--- config.mk ---
export PLATFORM = sky130hd
export DESIGN_NAME = line_follower_pid_steer
export DESIGN_NICKNAME = d
export VERILOG_FILES = /design/src/rtl/lfps_pkg.sv /design/src/rtl/lfps_seq.sv /design/src/rtl/lfps_dp.sv /design/src/rtl/line_follower_pid_steer.sv
export SDC_FILE = /design/constraint.sdc
export NUM_CORES = 1
export LEC_CHECK = 0
export BUFFER_PORTS_ARGS = -buffer_cell sky130_fd_sc_hd__buf_2
export CAP_MARGIN = 10
export CORE_ASPECT_RATIO = 1.4
export CORE_UTILIZATION = 38
export CTS_BUF_LIST = sky130_fd_sc_hd__clkbuf_4
export DETAILED_ROUTE_END_ITERATION = 10
export SETUP_SLACK_MARGIN = 0.5
export SLEW_MARGIN = 10
export SYNTH_ARGS = -nofsm -noshare
export SYNTH_HDL_FRONTEND = slang
export SYNTH_SLANG_ARGS = --single-unit
--- constraint.sdc ---
create_clock -name i_clk -period 8.73 [get_ports i_clk]
set_input_delay 0.4365 -clock i_clk [delete_from_list [all_inputs] [get_ports i_clk]]
set_output_delay 0.4365 -clock i_clk [all_outputs]
set_load 0.005 [all_outputs]
--- src/rtl/lfps_pkg.sv ---
// shared types, widths and constants for the line follower pid steering block
package lfps_pkg;

    // sizing
    localparam int NUM_SENSORS   = 9;
    localparam int INTEGRAL_BITS = 16;
    localparam int GAIN_W        = 10;
    localparam int ERR_W         = 4;
    localparam int DIFF_W        = ERR_W + 1;
    localparam int DISP_W        = 10;
    localparam int CFG_IDX_W     = 2;
    localparam int IDX_W         = $clog2(NUM_SENSORS + 1);
    localparam int POS_W         = IDX_W + 2;
    localparam int PROD_W        = GAIN_W + 1 + INTEGRAL_BITS;
    localparam int ACC_W         = PROD_W + 1;
    localparam int DISP_SHIFT    = 8;
    localparam int NUM_W         = ACC_W - 1 + DISP_SHIFT;
    localparam int DIV_W         = GAIN_W + 5;
    localparam int CNT_W         = $clog2(NUM_W);
    localparam int PC_W          = 4;

    // register reset values and indexes
    localparam logic [GAIN_W-1:0] GAIN_PROP_RST  = GAIN_W'(200);
    localparam logic [GAIN_W-1:0] GAIN_INTEG_RST = GAIN_W'(20);
    localparam logic [GAIN_W-1:0] GAIN_DERIV_RST = GAIN_W'(80);

    localparam logic [CFG_IDX_W-1:0] CFG_GAIN_PROP  = CFG_IDX_W'(0);
    localparam logic [CFG_IDX_W-1:0] CFG_GAIN_INTEG = CFG_IDX_W'(1);
    localparam logic [CFG_IDX_W-1:0] CFG_GAIN_DERIV = CFG_IDX_W'(2);

    // position and error limits
    localparam logic signed [POS_W-1:0] POS_OFFSET   = POS_W'(5);
    localparam logic signed [POS_W-1:0] POS_MAX      = POS_W'(7);
    localparam logic signed [POS_W-1:0] POS_MIN      = -POS_W'(8);
    localparam logic signed [ERR_W-1:0] ERR_LOST_POS = ERR_W'(5);
    localparam logic signed [ERR_W-1:0] ERR_LOST_NEG = -ERR_W'(5);
    localparam logic [NUM_W-1:0]        DISP_LIMIT   = NUM_W'(256);

    // microcode fields
    typedef logic [PC_W-1:0] t_pc;

    typedef enum logic [2:0] {
        OP_NOP,
        OP_LOAD,
        OP_POS,
        OP_DIVINIT,
        OP_DIVSTEP,
        OP_DONE
    } t_op;

    typedef enum logic [1:0] {
        MS_NONE,
        MS_P,
        MS_I,
        MS_D
    } t_msel;

    typedef enum logic [1:0] {
        ACC_HOLD,
        ACC_CLR,
        ACC_ADD
    } t_acc;

    typedef enum logic [1:0] {
        JMP_NEXT,
        JMP_WAIT_IN,
        JMP_LOOP,
        JMP_WAIT_OUT
    } t_jmp;

    typedef struct packed {
        t_op   op;
        t_msel msel;
        t_acc  acc;
        t_jmp  jmp;
        t_pc   target;
    } t_ctrl;

    typedef struct packed {
        logic div_last;
        logic out_free;
    } t_status;

    // program addresses
    localparam t_pc STEP_IDLE  = PC_W'(0);
    localparam t_pc STEP_POS   = PC_W'(1);
    localparam t_pc STEP_MULP  = PC_W'(2);
    localparam t_pc STEP_MULI  = PC_W'(3);
    localparam t_pc STEP_MULD  = PC_W'(4);
    localparam t_pc STEP_SUM   = PC_W'(5);
    localparam t_pc STEP_DIVI  = PC_W'(6);
    localparam t_pc STEP_DIVS  = PC_W'(7);
    localparam t_pc STEP_DONE  = PC_W'(8);

endpackage

--- src/rtl/lfps_seq.sv ---
// microcode sequencer: program rom, step counter and conditional jumps
module lfps_seq (
    input  logic             i_clk,
    input  logic             i_rst_n,
    input  logic             i_valid,
    input  lfps_pkg::t_status i_status,
    output lfps_pkg::t_ctrl   o_ctrl
);
    import lfps_pkg::*;

    t_pc   r_pc;
    t_pc   n_pc;
    t_ctrl w_ctrl;

    // control store
    function automatic t_ctrl rom(input t_pc pc);
        t_ctrl w;
        w = '{op: OP_NOP, msel: MS_NONE, acc: ACC_HOLD, jmp: JMP_NEXT, target: STEP_IDLE};
        unique case (pc)
            STEP_IDLE: begin
                w.op  = OP_LOAD;
                w.jmp = JMP_WAIT_IN;
            end
            STEP_POS: begin
                w.op  = OP_POS;
                w.acc = ACC_CLR;
            end
            STEP_MULP: begin
                w.msel = MS_P;
            end
            STEP_MULI: begin
                w.msel = MS_I;
                w.acc  = ACC_ADD;
            end
            STEP_MULD: begin
                w.msel = MS_D;
                w.acc  = ACC_ADD;
            end
            STEP_SUM: begin
                w.acc = ACC_ADD;
            end
            STEP_DIVI: begin
                w.op = OP_DIVINIT;
            end
            STEP_DIVS: begin
                w.op  = OP_DIVSTEP;
                w.jmp = JMP_LOOP;
            end
            STEP_DONE: begin
                w.op     = OP_DONE;
                w.jmp    = JMP_WAIT_OUT;
                w.target = STEP_IDLE;
            end
            default: begin
                w.jmp    = JMP_WAIT_OUT;
                w.target = STEP_IDLE;
            end
        endcase
        return w;
    endfunction

    assign w_ctrl = rom(r_pc);
    assign o_ctrl = w_ctrl;

    // next step
    always_comb begin
        unique case (w_ctrl.jmp)
            JMP_NEXT:     n_pc = r_pc + 1'b1;
            JMP_WAIT_IN:  n_pc = i_valid ? r_pc + 1'b1 : r_pc;
            JMP_LOOP:     n_pc = i_status.div_last ? r_pc + 1'b1 : r_pc;
            JMP_WAIT_OUT: n_pc = i_status.out_free ? w_ctrl.target : r_pc;
            default:      n_pc = STEP_IDLE;
        endcase
    end

    // step counter
    always_ff @(posedge i_clk) begin
        if (!i_rst_n) begin
            r_pc <= STEP_IDLE;
        end else begin
            r_pc <= n_pc;
        end
    end

endmodule

--- src/rtl/lfps_dp.sv ---
// datapath: gains, position encoder, integral, shared multiplier, serial divider
module lfps_dp (
    input  logic                                  i_clk,
    input  logic                                  i_rst_n,
    input  lfps_pkg::t_ctrl                       i_ctrl,
    output lfps_pkg::t_status                     o_status,
    input  logic                                  i_valid,
    input  logic [lfps_pkg::NUM_SENSORS-1:0]      i_sensor_bits,
    input  logic                                  i_cfg_we,
    input  logic [lfps_pkg::CFG_IDX_W-1:0]        i_cfg_idx,
    input  logic [lfps_pkg::GAIN_W-1:0]           i_cfg_data,
    output logic                                  o_valid,
    input  logic                                  i_stall,
    output logic signed [lfps_pkg::DISP_W-1:0]    o_steer_displacement,
    output logic signed [lfps_pkg::ERR_W-1:0]     o_pos_error,
    output logic                                  o_line_lost
);
    import lfps_pkg::*;

    logic [GAIN_W-1:0]               r_kp;
    logic [GAIN_W-1:0]               r_ki;
    logic [GAIN_W-1:0]               r_kd;
    logic [NUM_SENSORS-1:0]          r_bits;
    logic signed [INTEGRAL_BITS-1:0] r_sum;
    logic signed [ERR_W-1:0]         r_last;
    logic signed [ERR_W-1:0]         r_err;
    logic signed [DIFF_W-1:0]        r_diff;
    logic                            r_lost;
    logic signed [PROD_W-1:0]        r_prod;
    logic signed [ACC_W-1:0]         r_acc;
    logic [NUM_W-1:0]                r_num;
    logic [DIV_W-1:0]                r_rem;
    logic [CNT_W-1:0]                r_cnt;
    logic                            r_neg;
    logic                            r_ovalid;
    logic signed [DISP_W-1:0]        r_disp;
    logic signed [ERR_W-1:0]         r_oerr;
    logic                            r_olost;

    logic [IDX_W-1:0]                w_last_idx;
    logic [IDX_W-1:0]                w_zero_cnt;
    logic                            w_lost;
    logic signed [POS_W-1:0]         w_pos;
    logic signed [ERR_W-1:0]         w_err;
    logic signed [INTEGRAL_BITS:0]   w_sum_ext;
    logic signed [INTEGRAL_BITS-1:0] w_sum_sat;
    logic signed [GAIN_W:0]          w_mul_a;
    logic signed [INTEGRAL_BITS-1:0] w_mul_b;
    logic signed [PROD_W-1:0]        w_prod;
    logic [DIV_W-1:0]                w_divisor;
    logic [ACC_W-1:0]                w_mag;
    logic [DIV_W:0]                  w_trial;
    logic [DIV_W:0]                  w_diff_rem;
    logic                            w_qbit;
    logic [DISP_W-1:0]               w_qmag;
    logic                            w_out_free;

    // gains and divisor 4kp + 10ki + 10kd
    always_ff @(posedge i_clk) begin
        if (!i_rst_n) begin
            r_kp <= GAIN_PROP_RST;
            r_ki <= GAIN_INTEG_RST;
            r_kd <= GAIN_DERIV_RST;
        end else if (i_cfg_we) begin
            case (i_cfg_idx)
                CFG_GAIN_PROP:  r_kp <= i_cfg_data;
                CFG_GAIN_INTEG: r_ki <= i_cfg_data;
                CFG_GAIN_DERIV: r_kd <= i_cfg_data;
                default: ;
            endcase
        end
    end

    assign w_divisor = DIV_W'({r_kp, 2'b00})
                     + DIV_W'({r_ki, 3'b000}) + DIV_W'({r_ki, 1'b0})
                     + DIV_W'({r_kd, 3'b000}) + DIV_W'({r_kd, 1'b0});

    // line position from the sensor frame
    always_comb begin
        w_last_idx = '0;
        w_zero_cnt = '0;
        for (int k = 0; k < NUM_SENSORS; k++) begin
            if (!r_bits[k]) begin
                w_last_idx = IDX_W'(k + 1);
                w_zero_cnt = w_zero_cnt + 1'b1;
            end
        end
        w_lost = (w_zero_cnt == '0);
        w_pos  = $signed({2'b00, w_last_idx}) - $signed({3'b000, w_zero_cnt[IDX_W-1:1]})
               - POS_OFFSET;
        if (w_lost) begin
            w_err = (r_sum > 0) ? ERR_LOST_POS : ERR_LOST_NEG;
        end else if (w_pos > POS_MAX) begin
            w_err = ERR_W'(POS_MAX);
        end else if (w_pos < POS_MIN) begin
            w_err = ERR_W'(POS_MIN);
        end else begin
            w_err = w_pos[ERR_W-1:0];
        end
    end

    // saturating integral update
    always_comb begin
        w_sum_ext = {r_sum[INTEGRAL_BITS-1], r_sum}
                  + {{(INTEGRAL_BITS + 1 - ERR_W){w_err[ERR_W-1]}}, w_err};
        if (w_sum_ext[INTEGRAL_BITS] != w_sum_ext[INTEGRAL_BITS-1]) begin
            w_sum_sat = w_sum_ext[INTEGRAL_BITS]
                      ? {1'b1, {(INTEGRAL_BITS-1){1'b0}}}
                      : {1'b0, {(INTEGRAL_BITS-1){1'b1}}};
        end else begin
            w_sum_sat = w_sum_ext[INTEGRAL_BITS-1:0];
        end
    end

    // shared multiplier operand select
    always_comb begin
        case (i_ctrl.msel)
            MS_P: begin
                w_mul_a = $signed({1'b0, r_kp});
                w_mul_b = {{(INTEGRAL_BITS - ERR_W){r_err[ERR_W-1]}}, r_err};
            end
            MS_I: begin
                w_mul_a = $signed({1'b0, r_ki});
                w_mul_b = r_sum;
            end
            MS_D: begin
                w_mul_a = $signed({1'b0, r_kd});
                w_mul_b = {{(INTEGRAL_BITS - DIFF_W){r_diff[DIFF_W-1]}}, r_diff};
            end
            default: begin
                w_mul_a = '0;
                w_mul_b = '0;
            end
        endcase
        w_prod = w_mul_a * w_mul_b;
    end

    // divider step: restoring, one quotient bit per cycle
    assign w_mag      = r_acc[ACC_W-1] ? ACC_W'(-r_acc) : ACC_W'(r_acc);
    assign w_trial    = {r_rem, r_num[NUM_W-1]};
    assign w_diff_rem = w_trial - {1'b0, w_divisor};
    assign w_qbit     = (w_trial >= {1'b0, w_divisor});

    // clamp quotient to the steering range
    assign w_qmag = (r_num > DISP_LIMIT) ? DISP_W'(DISP_LIMIT) : r_num[DISP_W-1:0];

    assign w_out_free = !r_ovalid || !i_stall;

    // working registers
    always_ff @(posedge i_clk) begin
        if (!i_rst_n) begin
            r_sum  <= '0;
            r_last <= '0;
        end else if (i_ctrl.op == OP_POS) begin
            r_sum  <= w_sum_sat;
            r_last <= w_err;
        end
    end

    always_ff @(posedge i_clk) begin
        if (i_ctrl.op == OP_LOAD && i_valid) begin
            r_bits <= i_sensor_bits;
        end
        if (i_ctrl.op == OP_POS) begin
            r_err  <= w_err;
            r_diff <= DIFF_W'(w_err) - DIFF_W'(r_last);
            r_lost <= w_lost;
        end
        if (i_ctrl.msel != MS_NONE) begin
            r_prod <= w_prod;
        end
        case (i_ctrl.acc)
            ACC_CLR: r_acc <= '0;
            ACC_ADD: r_acc <= r_acc + ACC_W'(r_prod);
            default: ;
        endcase
        case (i_ctrl.op)
            OP_DIVINIT: begin
                r_num <= {w_mag[ACC_W-2:0], {DISP_SHIFT{1'b0}}};
                r_rem <= '0;
                r_cnt <= CNT_W'(NUM_W - 1);
                r_neg <= r_acc[ACC_W-1];
            end
            OP_DIVSTEP: begin
                r_num <= {r_num[NUM_W-2:0], w_qbit};
                r_rem <= w_qbit ? w_diff_rem[DIV_W-1:0] : w_trial[DIV_W-1:0];
                r_cnt <= r_cnt - 1'b1;
            end
            default: ;
        endcase
    end

    // result register
    always_ff @(posedge i_clk) begin
        if (!i_rst_n) begin
            r_ovalid <= 1'b0;
        end else if (i_ctrl.op == OP_DONE && w_out_free) begin
            r_ovalid <= 1'b1;
        end else if (!i_stall) begin
            r_ovalid <= 1'b0;
        end
    end

    always_ff @(posedge i_clk) begin
        if (i_ctrl.op == OP_DONE && w_out_free) begin
            if (w_divisor == '0) begin
                r_disp <= '0;
            end else begin
                r_disp <= r_neg ? -$signed(w_qmag) : $signed(w_qmag);
            end
            r_oerr  <= r_err;
            r_olost <= r_lost;
        end
    end

    assign o_status.div_last = (r_cnt == '0);
    assign o_status.out_free = w_out_free;

    assign o_valid              = r_ovalid;
    assign o_steer_displacement = r_disp;
    assign o_pos_error          = r_oerr;
    assign o_line_lost          = r_olost;

endmodule

--- src/rtl/line_follower_pid_steer.sv ---
// pid steering correction for a line follower: sequencer plus datapath
// sequence from an accepted frame beat to its result beat: six setup steps,
// the restoring divider loop and one result step
// one frame in flight; the result step waits while the previous result beat is stalled,
// and the input stays stalled meanwhile
// reset (synchronous, active low): gains 200/20/80, integral and previous error zero
module line_follower_pid_steer (
    input  logic                                  i_clk,
    input  logic                                  i_rst_n,
    input  logic                                  i_valid,
    output logic                                  o_stall,
    input  logic [lfps_pkg::NUM_SENSORS-1:0]      i_sensor_bits,
    input  logic                                  i_cfg_we,
    input  logic [lfps_pkg::CFG_IDX_W-1:0]        i_cfg_idx,
    input  logic [lfps_pkg::GAIN_W-1:0]           i_cfg_data,
    output logic                                  o_valid,
    input  logic                                  i_stall,
    output logic signed [lfps_pkg::DISP_W-1:0]    o_steer_displacement,
    output logic signed [lfps_pkg::ERR_W-1:0]     o_pos_error,
    output logic                                  o_line_lost
);
    import lfps_pkg::*;

    t_ctrl   w_ctrl;
    t_status w_status;

    // program sequencer
    lfps_seq u_seq (
        .i_clk    (i_clk),
        .i_rst_n  (i_rst_n),
        .i_valid  (i_valid),
        .i_status (w_status),
        .o_ctrl   (w_ctrl)
    );

    // datapath
    lfps_dp u_dp (
        .i_clk                (i_clk),
        .i_rst_n              (i_rst_n),
        .i_ctrl               (w_ctrl),
        .o_status             (w_status),
        .i_valid              (i_valid),
        .i_sensor_bits        (i_sensor_bits),
        .i_cfg_we             (i_cfg_we),
        .i_cfg_idx            (i_cfg_idx),
        .i_cfg_data           (i_cfg_data),
        .o_valid              (o_valid),
        .i_stall              (i_stall),
        .o_steer_displacement (o_steer_displacement),
        .o_pos_error          (o_pos_error),
        .o_line_lost          (o_line_lost)
    );

    // input beat taken only at the idle step
    assign o_stall = (w_ctrl.op != OP_LOAD);

endmodule
==> impl_metrics.tcl <==
set metrics [dict create \
    drt_iter0_markers 592 \
    syn_nets 2524 \
    tightest_slew_ns 1.14 \
    syn_area_per_cell_um2 9.24 \
    skew_ns 0.0702 \
    syn_to_final_growth_pct 13.2 \
    hold_class "in2reg" \
    grt_pass1_vias 16200 \
    worst_hold_slack_ns 0.129 \
    first_pass_iters 7 \
    num_vias 15400 \
    critPathMaxStageDelay_ns 0.60 \
    grt.busiest_layer "met2" \
    grtUsageMet2_pct 33.5 \
    worstSetupEndpointType "flop" \
    place.gp.congestion 0.868 \
    initial_core_util_pct 38.8 \
    overflow 0 \
    max_slew_margin_pct 24.0 \
    synth.distinct_cells 89 \
    grt_use_total_pct 17.4 \
    ctsHtreeMaxLevel 2 \
    via_per_inst 5.19 \
    grt_use_met1_pct 18.8 \
    grtUsageMet3_pct 2.25 \
    synth-seq-cells 201 \
    path_clk_slew_ns 0.07 \
    finish.instance_area_um2 22500 \
    yosys_warnings 0 \
    crit_required_ns 9.39 \
    root_buffer "clkbuf_4" \
    ys_async_sr_fraction_pct 0 \
    setup_viol 0 \
    crit_slowest_cell "fa_2" \
    fin_nets 2642 \
    hpwl_um 35800 \
    die_y_um 273 \
    core_um2 51400 \
    critical_path_arrival_ns 8.60 \
    routed_wirelength_um 45400 \
    tns_ns 0 \
    synth_flop_cell "edfxtp_1" \
    fin_crit_ns 7.94 \
    die_area_um2 53300 \
    fp-row-count 98 \
    drv_cap 0 \
    cts.sinks 201 \
    drc 0 \
    crit_path_max_fanout 6 \
    path_class "reg2reg" \
    grt_pass1_wl_um 76500 \
    fin_crit_sh_pct 90.9 \
    synth-edff-count 146 \
    hold_viol_final 0 \
    cts_buffers 52 \
    cts_buffer_depth 3 \
    crit_path_start_kind "flop" \
    rsz0062_at_grt "yes" \
    wl_per_cell_um 15.3 \
    layout-drive-gt1-share_pct 11.7 \
    setup_ws_ns 0.791 \
    port-buffer-count 42 \
    slew_violations 0 \
    synth_cells 2156 \
    clock_latency_ns 0.80 \
    fmax_mhz 126 \
    grt_max_degree 56 \
    outcome "finished, final reports clean" \
    place_ws_ns -0.0468 \
    antenna_found_initial 3 \
    ys_seq_area_share_pct 27.5 \
    placed_area_um2 21000 \
    cts_tree "done" \
    num_io_pins 43 \
    drtAntennaViolNets 0 \
    synth_area_um2 19900 \
    die_width_um 195 \
]
==> worst max-delay path, delay by kind of cell (launching register included) <==
| family | cells | cell delay [ns] |
|---|---|---|
| AO/OA/AOI/OAI | 13 | 2.40 |
| adder cells (fa/ha/maj) | 7 | 1.88 |
| AND/OR/NAND/NOR | 5 | 0.87 |
| multiplexers | 4 | 0.79 |
| buffers and inverters | 6 | 0.71 |
| XOR/XNOR | 5 | 0.71 |
| flip-flops | 1 | 0.45 |
==> cells in the final DEF (no fill, tap or decap), drive strengths merged, types with 20 or more instances in the layout <==
cell         count
clkinv          20
o21ai           81
nor3            35
fa             168
buf            106
xnor2           92
mux2i           44
inv            265
nand2b          22
nor2b           26
a21oi          111
nor2           240
a21o            34
a211oi          24
clkbuf          68
edfxtp         146
dlygate4sd3     25
dfxtp           55
nand3           32
xor2            49
nand2          232
ha             174
==> area by class of cell <==
type	count	area, um2
Multi-Input combinational cell	1625	13600
Inverter	263	987
Sequential cell	201	5490
Timing Repair Buffer	131	952
Fill cell	4897	28800
Clock buffer	68	510
Clock inverter	26	221
Tap cell	650	813
Antenna cell	6	15.0
==> state kept, by name (all words and copies together) (netlist names), 4 cells and up <==
| register | flops |
|---|---|
| u_dp.r_num | 35 |
| u_dp.r_acc | 28 |
| u_dp.r_prod | 27 |
| u_dp.r_sum | 16 |
| u_dp.r_rem | 15 |
| u_dp.o_steer_displacement | 10 |
| u_dp.r_kd | 10 |
| u_dp.r_ki | 10 |
| u_dp.r_kp | 10 |
| u_dp.r_bits | 9 |
| u_dp.r_cnt | 6 |
| u_dp.r_diff | 5 |
| u_dp.o_pos_error | 4 |
| u_dp.r_err | 4 |
| u_dp.r_last | 4 |
| u_seq.r_pc | 4 |
==> timing repair <==
action	CTS	global route
pin swaps	4	38
hold endpoints to repair	42	0
cloned	0	1
gates resized for setup	12	58
hold buffers	25	0
endpoints found under the setup margin	15	16
setup buffers	2	17
==> cell usage after synthesis (19+ instances only) <==
cell      instances  area (um2)
a211oi_1         24         180
a21o_1           34         255
a21oi_1         111         556
clkbuf_1         55         206
dfxtp_1          55        1100
edfxtp_1        146        4380
fa_1            168        3360
ha_1            174        2180
inv_1           263         987
mux2i_1          43         430
nand2_1         232         871
nand2b_1         22         138
nand3_1          32         160
nor2_1          240         901
nor2b_1          26         163
nor3_1           35         175
o21ai_0          78         390
o31ai_1          19         143
xnor2_1          88         771
xor2_1           49         429
==> logic make-up (layout without fill, tap and decap cells) <==
| family | Yosys count | after routing | share of synthesized area, % |
|---|---|---|---|
| DFF | 201 | 201 | 27.5 |
| adders and majority gates | 342 | 342 | 27.8 |
| AOI/OAI and AO/OA | 399 | 399 | 13.1 |
| muxes | 47 | 47 | 2.40 |
| buffers and inverters | 330 | 488 | 6.34 |
| other | 0 | 6 | 0 |
| and+or+nand+nor | 693 | 693 | 16.0 |
| xor gates and xnor gates | 144 | 144 | 6.81 |
==> per-stage QoR <==
| step | cells | utilization [%] |
|---|---|---|
| floorplan | 2156 | - |
| global placement | 2825 | 41.0 |
| detailed placement | 2825 | 41.0 |
| CTS | 2946 | 43.0 |
| global route | 2970 | 43.9 |
| finish | 2970 | 43.9 |
==> metal layers <==
metal | vias up | wire length [um]
met4 | 2 | 1690
met3 | 95 | 1170
met2 | 233 | 24300
met5 | - | 15
met1 | 7432 | 18200
li1 | 7642 | -
==> final timing paths <==
kind              slack (ns)  cells past startpoint               end           start
setup reg to reg        0.79                     40    u_dp.r_sum[10]  u_dp.r_bits[1]
hold reg to reg         0.42                      0  u_dp.o_line_lost     u_dp.r_lost
setup / recovery        0.79                     40    u_dp.r_sum[10]  u_dp.r_bits[1]
hold / removal          0.13                      5      u_dp.r_kp[5]    i_cfg_idx[0]
Power is left out: the tool's default activity adds up to more than one toggle a clock period on the data nets, which glitch-free logic cannot reach.
